## config.mk

```make
export PLATFORM = sky130hd
export DESIGN_NAME = fixed_slot_allocator_unit
export DESIGN_NICKNAME = d
export VERILOG_FILES = /design/src/hw/rtl/fsa_pkg.sv /design/src/hw/rtl/fsa_ram.sv /design/src/hw/rtl/fsa_slot_store.sv /design/src/hw/rtl/fsa_seq.sv /design/src/hw/rtl/fixed_slot_allocator_unit.sv
export SDC_FILE = /design/constraint.sdc
export NUM_CORES = 2
export LEC_CHECK = 0
export ABC_CLOCK_PERIOD_IN_PS = 6700
export BUFFER_PORTS_ARGS = -buffer_cell sky130_fd_sc_hd__buf_2
export CAP_MARGIN = 10
export CORE_MARGIN = 5
export CORE_UTILIZATION = 52
export DETAILED_ROUTE_END_ITERATION = 8
export PLACE_DENSITY = 0.74
export SLEW_MARGIN = 20
export SYNTH_ARGS = -nofsm -noshare
export SYNTH_HDL_FRONTEND = slang
export SYNTH_HIERARCHICAL = 1
export SYNTH_SLANG_ARGS = --single-unit
```

## constraint.sdc

```tcl
create_clock -name clk -period 6.7 [get_ports clk]
set_input_delay 0.67 -clock clk [delete_from_list [all_inputs] [get_ports clk]]
set_output_delay 0.67 -clock clk [all_outputs]
set_load 0.005 [all_outputs]
```

## src/hw/rtl/fsa_pkg.sv

```systemverilog
// Shared types, constants and helpers for the fixed slot allocator.
`default_nettype none
package fsa_pkg;

	localparam int SLOTS = 64;
	localparam int IDX_W = $clog2(SLOTS);
	localparam int LINK_W = $clog2(SLOTS + 1);
	localparam int CNT_W = $clog2(SLOTS + 1);
	localparam int SLOT_W = 6;
	localparam int RIDX_W = (IDX_W > SLOT_W) ? IDX_W : SLOT_W;
	localparam int BYTES_W = 17;
	localparam int OFF_W = 22;
	localparam int PROD_W = RIDX_W + BYTES_W;
	localparam logic [BYTES_W-1:0] BYTES_RESET = BYTES_W'(64);
	localparam logic [LINK_W-1:0] LINK_NONE = LINK_W'(SLOTS);

	localparam logic KIND_ALLOC = 1'b0;
	localparam logic KIND_FREE = 1'b1;

	typedef struct packed {
		logic used;
		logic [LINK_W-1:0] next;
		logic [LINK_W-1:0] prev;
	} fsa_entry_t;

	localparam int ENTRY_W = $bits(fsa_entry_t);

	typedef struct packed {
		logic rd_en;
		logic [IDX_W-1:0] rd_addr;
		logic wr_en;
		logic [IDX_W-1:0] wr_addr;
		fsa_entry_t wr_data;
	} fsa_mem_req_t;

	typedef struct packed {
		logic granted;
		logic [RIDX_W-1:0] idx;
		logic was_used;
		logic [CNT_W-1:0] count;
	} fsa_result_t;

	function automatic fsa_entry_t reset_entry(input logic [IDX_W-1:0] idx);
		fsa_entry_t e;
		e.used = 1'b0;
		e.next = LINK_W'(idx) + LINK_W'(1);
		e.prev = (idx == '0) ? LINK_NONE : (LINK_W'(idx) - LINK_W'(1));
		return e;
	endfunction

	function automatic logic [LINK_W-1:0] to_link(input logic [IDX_W-1:0] idx);
		return LINK_W'(idx);
	endfunction

endpackage
`default_nettype wire

```

## src/hw/rtl/fsa_ram.sv

```systemverilog
// Generic simple dual-port RAM with registered read.
`default_nettype none
module fsa_ram #(
	parameter int WIDTH = 8,
	parameter int DEPTH = 16
) (
	input  wire logic                     clk,
	input  wire logic                     we,
	input  wire logic [$clog2(DEPTH)-1:0] waddr,
	input  wire logic [WIDTH-1:0]         wdata,
	input  wire logic                     re,
	input  wire logic [$clog2(DEPTH)-1:0] raddr,
	output logic      [WIDTH-1:0]         rdata
);

	logic [WIDTH-1:0] mem_q [DEPTH];

	always_ff @(posedge clk) begin
		if (we) begin
			mem_q[waddr] <= wdata;
		end
		if (re) begin
			rdata <= mem_q[raddr];
		end
	end

endmodule
`default_nettype wire

```

## src/hw/rtl/fsa_slot_store.sv

```systemverilog
// Slot entry store: RAM plus per-entry valid bits that stand in for the reset contents.
`default_nettype none
module fsa_slot_store (
	input  wire logic                 clk,
	input  wire logic                 arst_n,
	input  wire fsa_pkg::fsa_mem_req_t req,
	output fsa_pkg::fsa_entry_t       rdata
);

	logic [fsa_pkg::SLOTS-1:0]   valid_q;
	logic [fsa_pkg::IDX_W-1:0]   rd_addr_q;
	logic [fsa_pkg::ENTRY_W-1:0] ram_rdata;

	fsa_ram #(
		.WIDTH(fsa_pkg::ENTRY_W),
		.DEPTH(fsa_pkg::SLOTS)
	) u_ram (
		.clk  (clk),
		.we   (req.wr_en),
		.waddr(req.wr_addr),
		.wdata(req.wr_data),
		.re   (req.rd_en),
		.raddr(req.rd_addr),
		.rdata(ram_rdata)
	);

	always_ff @(posedge clk or negedge arst_n) begin
		if (!arst_n) begin
			valid_q <= '0;
			rd_addr_q <= '0;
		end else begin
			if (req.wr_en) begin
				valid_q[req.wr_addr] <= 1'b1;
			end
			if (req.rd_en) begin
				rd_addr_q <= req.rd_addr;
			end
		end
	end

	assign rdata = valid_q[rd_addr_q] ? fsa_pkg::fsa_entry_t'(ram_rdata)
	                                  : fsa_pkg::reset_entry(rd_addr_q);

endmodule
`default_nettype wire

```

## src/hw/rtl/fsa_seq.sv

```systemverilog
// Request sequencer: read-modify-write of slot entries, list head/tail and use count.
`default_nettype none
module fsa_seq (
	input  wire logic                        clk,
	input  wire logic                        arst_n,
	input  wire logic                        req_valid,
	output logic                             req_ready,
	input  wire logic                        req_kind,
	input  wire logic [fsa_pkg::SLOT_W-1:0]  req_slot,
	output fsa_pkg::fsa_mem_req_t            mem_req,
	input  wire fsa_pkg::fsa_entry_t         mem_rdata,
	output logic                             res_valid,
	input  wire logic                        res_ready,
	output fsa_pkg::fsa_result_t             res
);

	typedef enum logic [3:0] {
		ST_IDLE,
		ST_A_MAIN,
		ST_A_NH,
		ST_A_TL,
		ST_F_MAIN,
		ST_F_P,
		ST_F_N,
		ST_F_H,
		ST_DONE
	} state_t;

	state_t                      state_q;
	logic [fsa_pkg::IDX_W-1:0]   head_q;
	logic [fsa_pkg::IDX_W-1:0]   tail_q;
	logic [fsa_pkg::CNT_W-1:0]   count_q;
	logic [fsa_pkg::IDX_W-1:0]   h_q;
	logic [fsa_pkg::IDX_W-1:0]   nh_q;
	logic [fsa_pkg::IDX_W-1:0]   p_q;
	logic [fsa_pkg::LINK_W-1:0]  n_q;
	fsa_pkg::fsa_result_t        res_q;

	fsa_pkg::fsa_entry_t         e;
	logic                        slot_ok;
	logic                        a_move;
	logic                        f_move;
	logic                        n_ok;
	logic                        p_is_head;
	logic [fsa_pkg::CNT_W-1:0]   cnt_free;

	assign e = mem_rdata;
	assign slot_ok = 32'(req_slot) < fsa_pkg::SLOTS;
	assign a_move = (head_q != tail_q) && (e.next < fsa_pkg::LINK_NONE);
	assign f_move = (e.prev < fsa_pkg::LINK_NONE) && (h_q != head_q);
	assign n_ok = n_q < fsa_pkg::LINK_NONE;
	assign p_is_head = p_q == head_q;
	assign cnt_free = (e.used && count_q != '0) ? count_q - fsa_pkg::CNT_W'(1) : count_q;

	always_comb begin
		mem_req = '0;
		case (state_q)
			ST_IDLE: begin
				if (req_valid) begin
					if (req_kind == fsa_pkg::KIND_ALLOC) begin
						mem_req.rd_en = 1'b1;
						mem_req.rd_addr = head_q;
					end else if (slot_ok) begin
						mem_req.rd_en = 1'b1;
						mem_req.rd_addr = fsa_pkg::IDX_W'(req_slot);
					end
				end
			end
			ST_A_MAIN: begin
				if (!e.used) begin
					mem_req.wr_en = 1'b1;
					mem_req.wr_addr = head_q;
					if (a_move) begin
						mem_req.wr_data = '{1'b1, fsa_pkg::LINK_NONE, fsa_pkg::to_link(tail_q)};
						mem_req.rd_en = 1'b1;
						mem_req.rd_addr = e.next[fsa_pkg::IDX_W-1:0];
					end else begin
						mem_req.wr_data = '{1'b1, e.next, e.prev};
					end
				end
			end
			ST_A_NH: begin
				mem_req.wr_en = 1'b1;
				mem_req.wr_addr = nh_q;
				if (nh_q == tail_q) begin
					mem_req.wr_data = '{e.used, fsa_pkg::to_link(head_q), fsa_pkg::LINK_NONE};
				end else begin
					mem_req.wr_data = '{e.used, e.next, fsa_pkg::LINK_NONE};
					mem_req.rd_en = 1'b1;
					mem_req.rd_addr = tail_q;
				end
			end
			ST_A_TL: begin
				mem_req.wr_en = 1'b1;
				mem_req.wr_addr = tail_q;
				mem_req.wr_data = '{e.used, fsa_pkg::to_link(head_q), e.prev};
			end
			ST_F_MAIN: begin
				mem_req.wr_en = 1'b1;
				mem_req.wr_addr = h_q;
				if (f_move) begin
					mem_req.wr_data = '{1'b0, fsa_pkg::to_link(head_q), fsa_pkg::LINK_NONE};
					mem_req.rd_en = 1'b1;
					mem_req.rd_addr = e.prev[fsa_pkg::IDX_W-1:0];
				end else begin
					mem_req.wr_data = '{1'b0, e.next, e.prev};
				end
			end
			ST_F_P: begin
				mem_req.wr_en = 1'b1;
				mem_req.wr_addr = p_q;
				mem_req.wr_data = '{e.used, n_q, p_is_head ? fsa_pkg::to_link(h_q) : e.prev};
				if (n_ok) begin
					mem_req.rd_en = 1'b1;
					mem_req.rd_addr = n_q[fsa_pkg::IDX_W-1:0];
				end else if (!p_is_head) begin
					mem_req.rd_en = 1'b1;
					mem_req.rd_addr = head_q;
				end
			end
			ST_F_N: begin
				mem_req.wr_en = 1'b1;
				mem_req.wr_addr = n_q[fsa_pkg::IDX_W-1:0];
				mem_req.wr_data = '{e.used, e.next, fsa_pkg::to_link(p_q)};
				if (!p_is_head) begin
					mem_req.rd_en = 1'b1;
					mem_req.rd_addr = head_q;
				end
			end
			ST_F_H: begin
				mem_req.wr_en = 1'b1;
				mem_req.wr_addr = head_q;
				mem_req.wr_data = '{e.used, e.next, fsa_pkg::to_link(h_q)};
			end
			default: begin
				mem_req = '0;
			end
		endcase
	end

	always_ff @(posedge clk or negedge arst_n) begin
		if (!arst_n) begin
			state_q <= ST_IDLE;
			head_q <= '0;
			tail_q <= fsa_pkg::IDX_W'(fsa_pkg::SLOTS - 1);
			count_q <= '0;
			h_q <= '0;
			nh_q <= '0;
			p_q <= '0;
			n_q <= '0;
			res_q <= '0;
		end else begin
			case (state_q)
				ST_IDLE: begin
					if (req_valid) begin
						if (req_kind == fsa_pkg::KIND_ALLOC) begin
							h_q <= head_q;
							state_q <= ST_A_MAIN;
						end else if (slot_ok) begin
							h_q <= fsa_pkg::IDX_W'(req_slot);
							state_q <= ST_F_MAIN;
						end else begin
							res_q <= '{1'b0, fsa_pkg::RIDX_W'(req_slot), 1'b0, count_q};
							state_q <= ST_DONE;
						end
					end
				end
				ST_A_MAIN: begin
					if (e.used) begin
						res_q <= '{1'b0, '0, 1'b0, count_q};
						state_q <= ST_DONE;
					end else begin
						count_q <= count_q + fsa_pkg::CNT_W'(1);
						res_q <= '{1'b1, fsa_pkg::RIDX_W'(head_q), 1'b0,
						           count_q + fsa_pkg::CNT_W'(1)};
						if (a_move) begin
							nh_q <= e.next[fsa_pkg::IDX_W-1:0];
							state_q <= ST_A_NH;
						end else begin
							state_q <= ST_DONE;
						end
					end
				end
				ST_A_NH: begin
					if (nh_q == tail_q) begin
						head_q <= nh_q;
						tail_q <= head_q;
						state_q <= ST_DONE;
					end else begin
						state_q <= ST_A_TL;
					end
				end
				ST_A_TL: begin
					head_q <= nh_q;
					tail_q <= head_q;
					state_q <= ST_DONE;
				end
				ST_F_MAIN: begin
					count_q <= cnt_free;
					res_q <= '{1'b0, fsa_pkg::RIDX_W'(h_q), e.used, cnt_free};
					if (f_move) begin
						p_q <= e.prev[fsa_pkg::IDX_W-1:0];
						n_q <= e.next;
						state_q <= ST_F_P;
					end else begin
						state_q <= ST_DONE;
					end
				end
				ST_F_P: begin
					if (!n_ok) begin
						tail_q <= p_q;
					end
					if (n_ok) begin
						state_q <= ST_F_N;
					end else if (!p_is_head) begin
						state_q <= ST_F_H;
					end else begin
						head_q <= h_q;
						state_q <= ST_DONE;
					end
				end
				ST_F_N: begin
					if (!p_is_head) begin
						state_q <= ST_F_H;
					end else begin
						head_q <= h_q;
						state_q <= ST_DONE;
					end
				end
				ST_F_H: begin
					head_q <= h_q;
					state_q <= ST_DONE;
				end
				ST_DONE: begin
					if (res_ready) begin
						state_q <= ST_IDLE;
					end
				end
				default: begin
					state_q <= ST_IDLE;
				end
			endcase
		end
	end

	assign req_ready = state_q == ST_IDLE;
	assign res_valid = state_q == ST_DONE;
	assign res = res_q;

	a_count_range: assert property (@(posedge clk) disable iff (!arst_n)
		32'(count_q) <= fsa_pkg::SLOTS)
		else $error("use count above pool size");

	a_no_rw_clash: assert property (@(posedge clk) disable iff (!arst_n)
		mem_req.wr_en && mem_req.rd_en |-> mem_req.wr_addr != mem_req.rd_addr)
		else $error("read and write of one entry in the same cycle");

	a_grant_count: assert property (@(posedge clk) disable iff (!arst_n)
		res_valid && res_q.granted |-> res_q.count != '0 && !res_q.was_used)
		else $error("grant with zero use count or used mark");

	a_res_hold: assert property (@(posedge clk) disable iff (!arst_n)
		res_valid && !res_ready |=> res_valid && $stable(res_q))
		else $error("pending result changed while stalled");

endmodule
`default_nettype wire

```

## src/hw/rtl/fixed_slot_allocator_unit.sv

```systemverilog
// Top level of the fixed slot allocator: stream ports, slot size register, output stage.
//
// channel  dir  handshake                    payload
// s_axis   in   s_axis_tvalid/s_axis_tready  tdata: slot; tuser: kind
// m_axis   out  m_axis_tvalid/m_axis_tready  tdata: slot_index, byte_offset, used_count;
//                                            tuser: granted, was_used
// cfg      in   cfg_wr_en                    cfg_wr_data: slot_bytes
//
// One item at a time through the entry RAM, one read-modify-write per cycle:
// alloc reads the head, and a tail move also rewrites the new head and old tail; free
// rewrites the slot, a head move also its neighbours and old head; out-of-range: none.
// Reset is immediate: per-entry valid bits stand in for the initial link contents.
// The next item is accepted while a result waits in the output register.
`default_nettype none
module fixed_slot_allocator_unit (
	input  wire logic        clk,
	input  wire logic        arst_n,
	input  wire logic        s_axis_tvalid,
	output logic             s_axis_tready,
	input  wire logic [7:0]  s_axis_tdata,  // [5:0] slot
	input  wire logic [0:0]  s_axis_tuser,  // [0] kind
	output logic             m_axis_tvalid,
	input  wire logic        m_axis_tready,
	output logic      [39:0] m_axis_tdata,  // [5:0] slot_index, [27:6] byte_offset,
	                                        // [34:28] used_count
	output logic      [1:0]  m_axis_tuser,  // [0] granted, [1] was_used
	input  wire logic        cfg_wr_en,
	input  wire logic [16:0] cfg_wr_data
);

	logic [fsa_pkg::BYTES_W-1:0] slot_bytes_q;
	fsa_pkg::fsa_mem_req_t       mem_req;
	fsa_pkg::fsa_entry_t         mem_rdata;
	logic                        res_valid;
	logic                        res_ready;
	fsa_pkg::fsa_result_t        res;
	logic [fsa_pkg::PROD_W-1:0]  prod;

	logic                        out_valid_q;
	logic                        out_granted_q;
	logic [fsa_pkg::SLOT_W-1:0]  out_idx_q;
	logic [fsa_pkg::OFF_W-1:0]   out_off_q;
	logic                        out_was_q;
	logic [6:0]                  out_cnt_q;

	fsa_seq u_seq (
		.clk      (clk),
		.arst_n   (arst_n),
		.req_valid(s_axis_tvalid),
		.req_ready(s_axis_tready),
		.req_kind (s_axis_tuser[0]),
		.req_slot (s_axis_tdata[fsa_pkg::SLOT_W-1:0]),
		.mem_req  (mem_req),
		.mem_rdata(mem_rdata),
		.res_valid(res_valid),
		.res_ready(res_ready),
		.res      (res)
	);

	fsa_slot_store u_store (
		.clk   (clk),
		.arst_n(arst_n),
		.req   (mem_req),
		.rdata (mem_rdata)
	);

	assign res_ready = !out_valid_q || m_axis_tready;
	assign prod = fsa_pkg::PROD_W'(res.idx) * fsa_pkg::PROD_W'(slot_bytes_q);

	always_ff @(posedge clk or negedge arst_n) begin
		if (!arst_n) begin
			slot_bytes_q <= fsa_pkg::BYTES_RESET;
			out_valid_q <= 1'b0;
		end else begin
			if (cfg_wr_en) begin
				slot_bytes_q <= cfg_wr_data;
			end
			if (res_valid && res_ready) begin
				out_valid_q <= 1'b1;
			end else if (m_axis_tready) begin
				out_valid_q <= 1'b0;
			end
		end
	end

	always_ff @(posedge clk) begin
		if (res_valid && res_ready) begin
			out_granted_q <= res.granted;
			out_idx_q <= res.idx[fsa_pkg::SLOT_W-1:0];
			out_off_q <= prod[fsa_pkg::OFF_W-1:0];
			out_was_q <= res.was_used;
			out_cnt_q <= 7'(res.count);
		end
	end

	assign m_axis_tvalid = out_valid_q;
	assign m_axis_tdata = {5'b0, out_cnt_q, out_off_q, out_idx_q};
	assign m_axis_tuser = {out_was_q, out_granted_q};

endmodule
`default_nettype wire

```

==> flow_summary.ini <==
[sta]
min_period_ns = 6.14
slew_headroom_pct = 36.4
rsz0062_at_grt = false
fin_crit_sh_pct = 91.6
setup_viol = 0
tightestPinTransition_ns = 0.946
hold_violations = 0
drv_slew = 0
clock.fmax_mhz = 163
finClkSkew_ns = 0.0396
tns_ns = 0

[clock_network]
cts_setup_buffers = 0
root_buffer = clkbuf_16
cts.reportedPaths.clkPinSlew_ns = 0.06
clock_latency_ns = 0.70
cts_tree = built
numCtsBuffers = 113
max-clock-path-buffers = 3
postCtsHoldBufs = 0
cts_resized = 0
h-tree-depth = 3
cts.sinks = 1163

[logic_synthesis]
avgSynthCellArea_um2 = 17.1
yosysSeqAreaShare_pct = 67.6
ys_types = 96
ys.flop_type = edfxtp_1
ys_warn_count = 6
ys_ff_latch = 1163
synthCells = 2965
synth_xor_area_share_pct = 0.953
synthArstFlopShare_pct = 13.0
synthMuxAreaShare_pct = 14.6
synth_compound_area_share_pct = 5.36
synth_enable_flop_cells = 1012
synth_area_mm2 = 0.0506
synth_top_family_by_area = multiplexers
synth-simple-area-share_pct = 5.85
synth_fa_ha_area_share_pct = 3.24

[placement]
postPlaceCellArea_mm2 = 0.0534
hpwl_um = 76000
gp_congestion = 0.902
port-buffer-count = 67

[routing]
drt_pass1_iterations = 5
drc = 0
wl_um = 121000
routed_via_density = 6.20
vias = 28046
drtAntennaViolNets = 0
wl_per_cell_um = 26.8
drtIter0Drc = 3120

[power_and_ir_drop]
cellPowerDensity_mw_per_mm2 = 439
p_comb_share_pct = 35.1
clockPowerShare_pct = 25.5
p_int_mw = 16.6
p_leak_nw = 20.4
swShare_pct = 33.9
seq_power_share_pct = 39.4
netSwitchingPower_mw = 8.52
ir_drop_mv = 0.241

[global_routing]
track_usage_pct = 23.4
grt_max_degree = 84
antenna_found_initial = 1
grt_pass1_vias = 28552
grt_pass1_wl_um = 182000
grt_remaining_overflow = 0

[cells_and_area]
multi_input_area_mm2 = 0.0153
nFillCells = 6816
diodes = 0
num-nets-final = 3278
area_delta_synth_final_pct = 13.3
layout_common_cells = edfxtp_1 (1012), mux4_2 (240), nand2_1 (167)
design_area_mm2 = 0.0573
regArea_mm2 = 0.0342
final_common_cell = edfxtp_1
drive_above_1_share_pct = 24.4

[worst_setup_path]
path_max_fanout = 26
start_kind = register
ff2ff_setup_slack_ns = 0.56
worstPathArrival_ns = 6.65
critPathKind = register to register
crit_path_end_kind = register
required_ns = 7.21

[die]
die_y_um = 322
die_area_mm2 = 0.104
initial_core_util_pct = 52.4
io_pins = 75
die_x_um = 322
core_area_mm2 = 0.0966
rows = 114

[run_status]
run_status = finished, final reports clean

[min_path]
hold_path_class = input pin to async pin

[flow_run]
maxCapViolCount = 0
[layout make-up]
class / instances / share of cell area [%]
clock inverters: 77 / 1.50
clock buffers: 135 / 5.15
well taps: 1276 / 2.79
repair buffers: 233 / 3.48
multi-input cells: 1532 / 26.7
flip-flops and latches: 1163 / 59.7
inverters: 109 / 0.719
[critical path, cell delays in order (launching register included)]
cell and delay (ns):
dfrtp_1 0.79, buf_4 0.27, mux2i_1 0.20, a22oi_1 0.09, nand3_1 0.10, o21ai_1 0.09
nor2_4 0.32, a21oi_4 0.18, and2_1 0.27, inv_1 0.20, nand2b_4 0.14, a211oi_4 0.39
buf_4 0.29, a22oi_1 0.10, o211ai_1 0.39, buf_4 0.51, mux4_2 0.28, mux2i_1 0.14
a2111oi_0 0.72, buf_4 0.23, a22o_1 0.22
[routing by layer]
metal / vias to the layer above / share of wire, % / GRT usage [%]
li1: 11925 / - / -
met1: 14621 / 40 / 33.0
met2: 1302 / 48 / 37.6
met3: 196 / 8.9 / 4.30
met4: 2 / 3.2 / 7.50
met5: - / 0.017 / 0
[metrics by stage]
stage          total power [mW]  hold slack [ns]  cells  setup WS [ns]  util, %
2_1_floorplan              15.6            0.374   2969          0.880        -
3_3_place_gp               18.5            0.434   4312          0.754     55.3
3_5_place_dp               18.8            0.432   4312          0.699     55.3
4_1_cts                    25.2           0.0428   4524          0.628     59.3
5_1_grt                    26.3            0.122   4525          0.291     59.3
6_report                   25.1           0.0617   4525          0.563     59.3
[path summary, 6_finish.rpt]
path	start	to	cells past startpoint
worst max register to register	u_store/rd_addr_q[0]	u_store/u_ram/rdata[9]	20
worst min-delay path	arst_n	u_seq/head_q[2]	1
worst max-delay path	u_store/rd_addr_q[0]	u_store/u_ram/rdata[9]	20
worst min register to register	u_seq/res[14]	out_granted_q	0
min in group clk	cfg_wr_data[6]	slot_bytes_q[6]	2
max in group asynchronous	arst_n	u_store/rd_addr_q[1]	2
[sequential cells by signal, indices dropped and copies added (netlist names)]
signal,count
u_seq/res,15
u_seq/p_q,6
out_was_q,1
u_seq/h_q,6
u_seq/tail_q,6
u_store/rd_addr_q,6
u_store/valid_q,64
u_seq/state_q,4
u_seq/count_q,7
out_cnt_q,7
u_seq/nh_q,6
u_seq/n_q,7
slot_bytes_q,17
out_granted_q,1
out_off_q,22
u_seq/head_q,6
u_store/u_ram/rdata,15
m_axis_tvalid,1
out_idx_q,6
u_store/u_ram/mem_q,960
[power by group through the flow]
stage | clock network, mW | logic (mW) | registers, mW
floorplan | 0 | 5.74 | 9.85
global placement | 0 | 8.46 | 10.0
detailed placement | 0 | 8.73 | 10.0
CTS | 6.53 | 8.80 | 9.90
global route | 6.86 | 9.45 | 9.95
finish | 6.42 | 8.82 | 9.90
[logic make-up (layout without fill, tap and decap cells)]
logic type,count (synthesis),after routing
AND/OR/NAND/NOR,579,579
other,1,5
adder cells (fa/ha/maj),95,95
multiplexers,421,421
XOR/XNOR,55,55
AO/OA/AOI/OAI,377,377
buffers and inverters,274,554
flip-flops,1163,1163
[Yosys cell counts (9+ instances only)]
master,number,area [µm²]
nand2b_1,18,113
ha_1,35,438
nor3b_1,9,67.6
a2111oi_0,12,105
o21ai_0,41,205
a22oi_1,32,240
nand3_1,31,155
xor2_1,33,289
a21oi_1,62,310
a211o_1,10,87.6
a21o_1,60,450
o221ai_1,15,131
fa_1,60,1200
mux2_2,77,867
o21bai_1,22,165
nor3_1,21,105
a31oi_1,10,62.6
o22ai_1,23,144
mux2_4,10,150
nor2_1,129,484
dfrtp_1,144,3600
and2_1,106,663
nor2b_1,21,131
a22o_1,10,87.6
inv_1,103,387
buf_1,11,41.3
buf_4,20,150
buf_2,41,205
xnor2_1,22,193
nand4_1,16,100
edfxtp_1,1012,30400
mux2i_1,91,911
mux4_2,240,5410
nand2_1,167,627
clkbuf_1,84,315
Note: power is estimated with default switching activity, not from simulation.
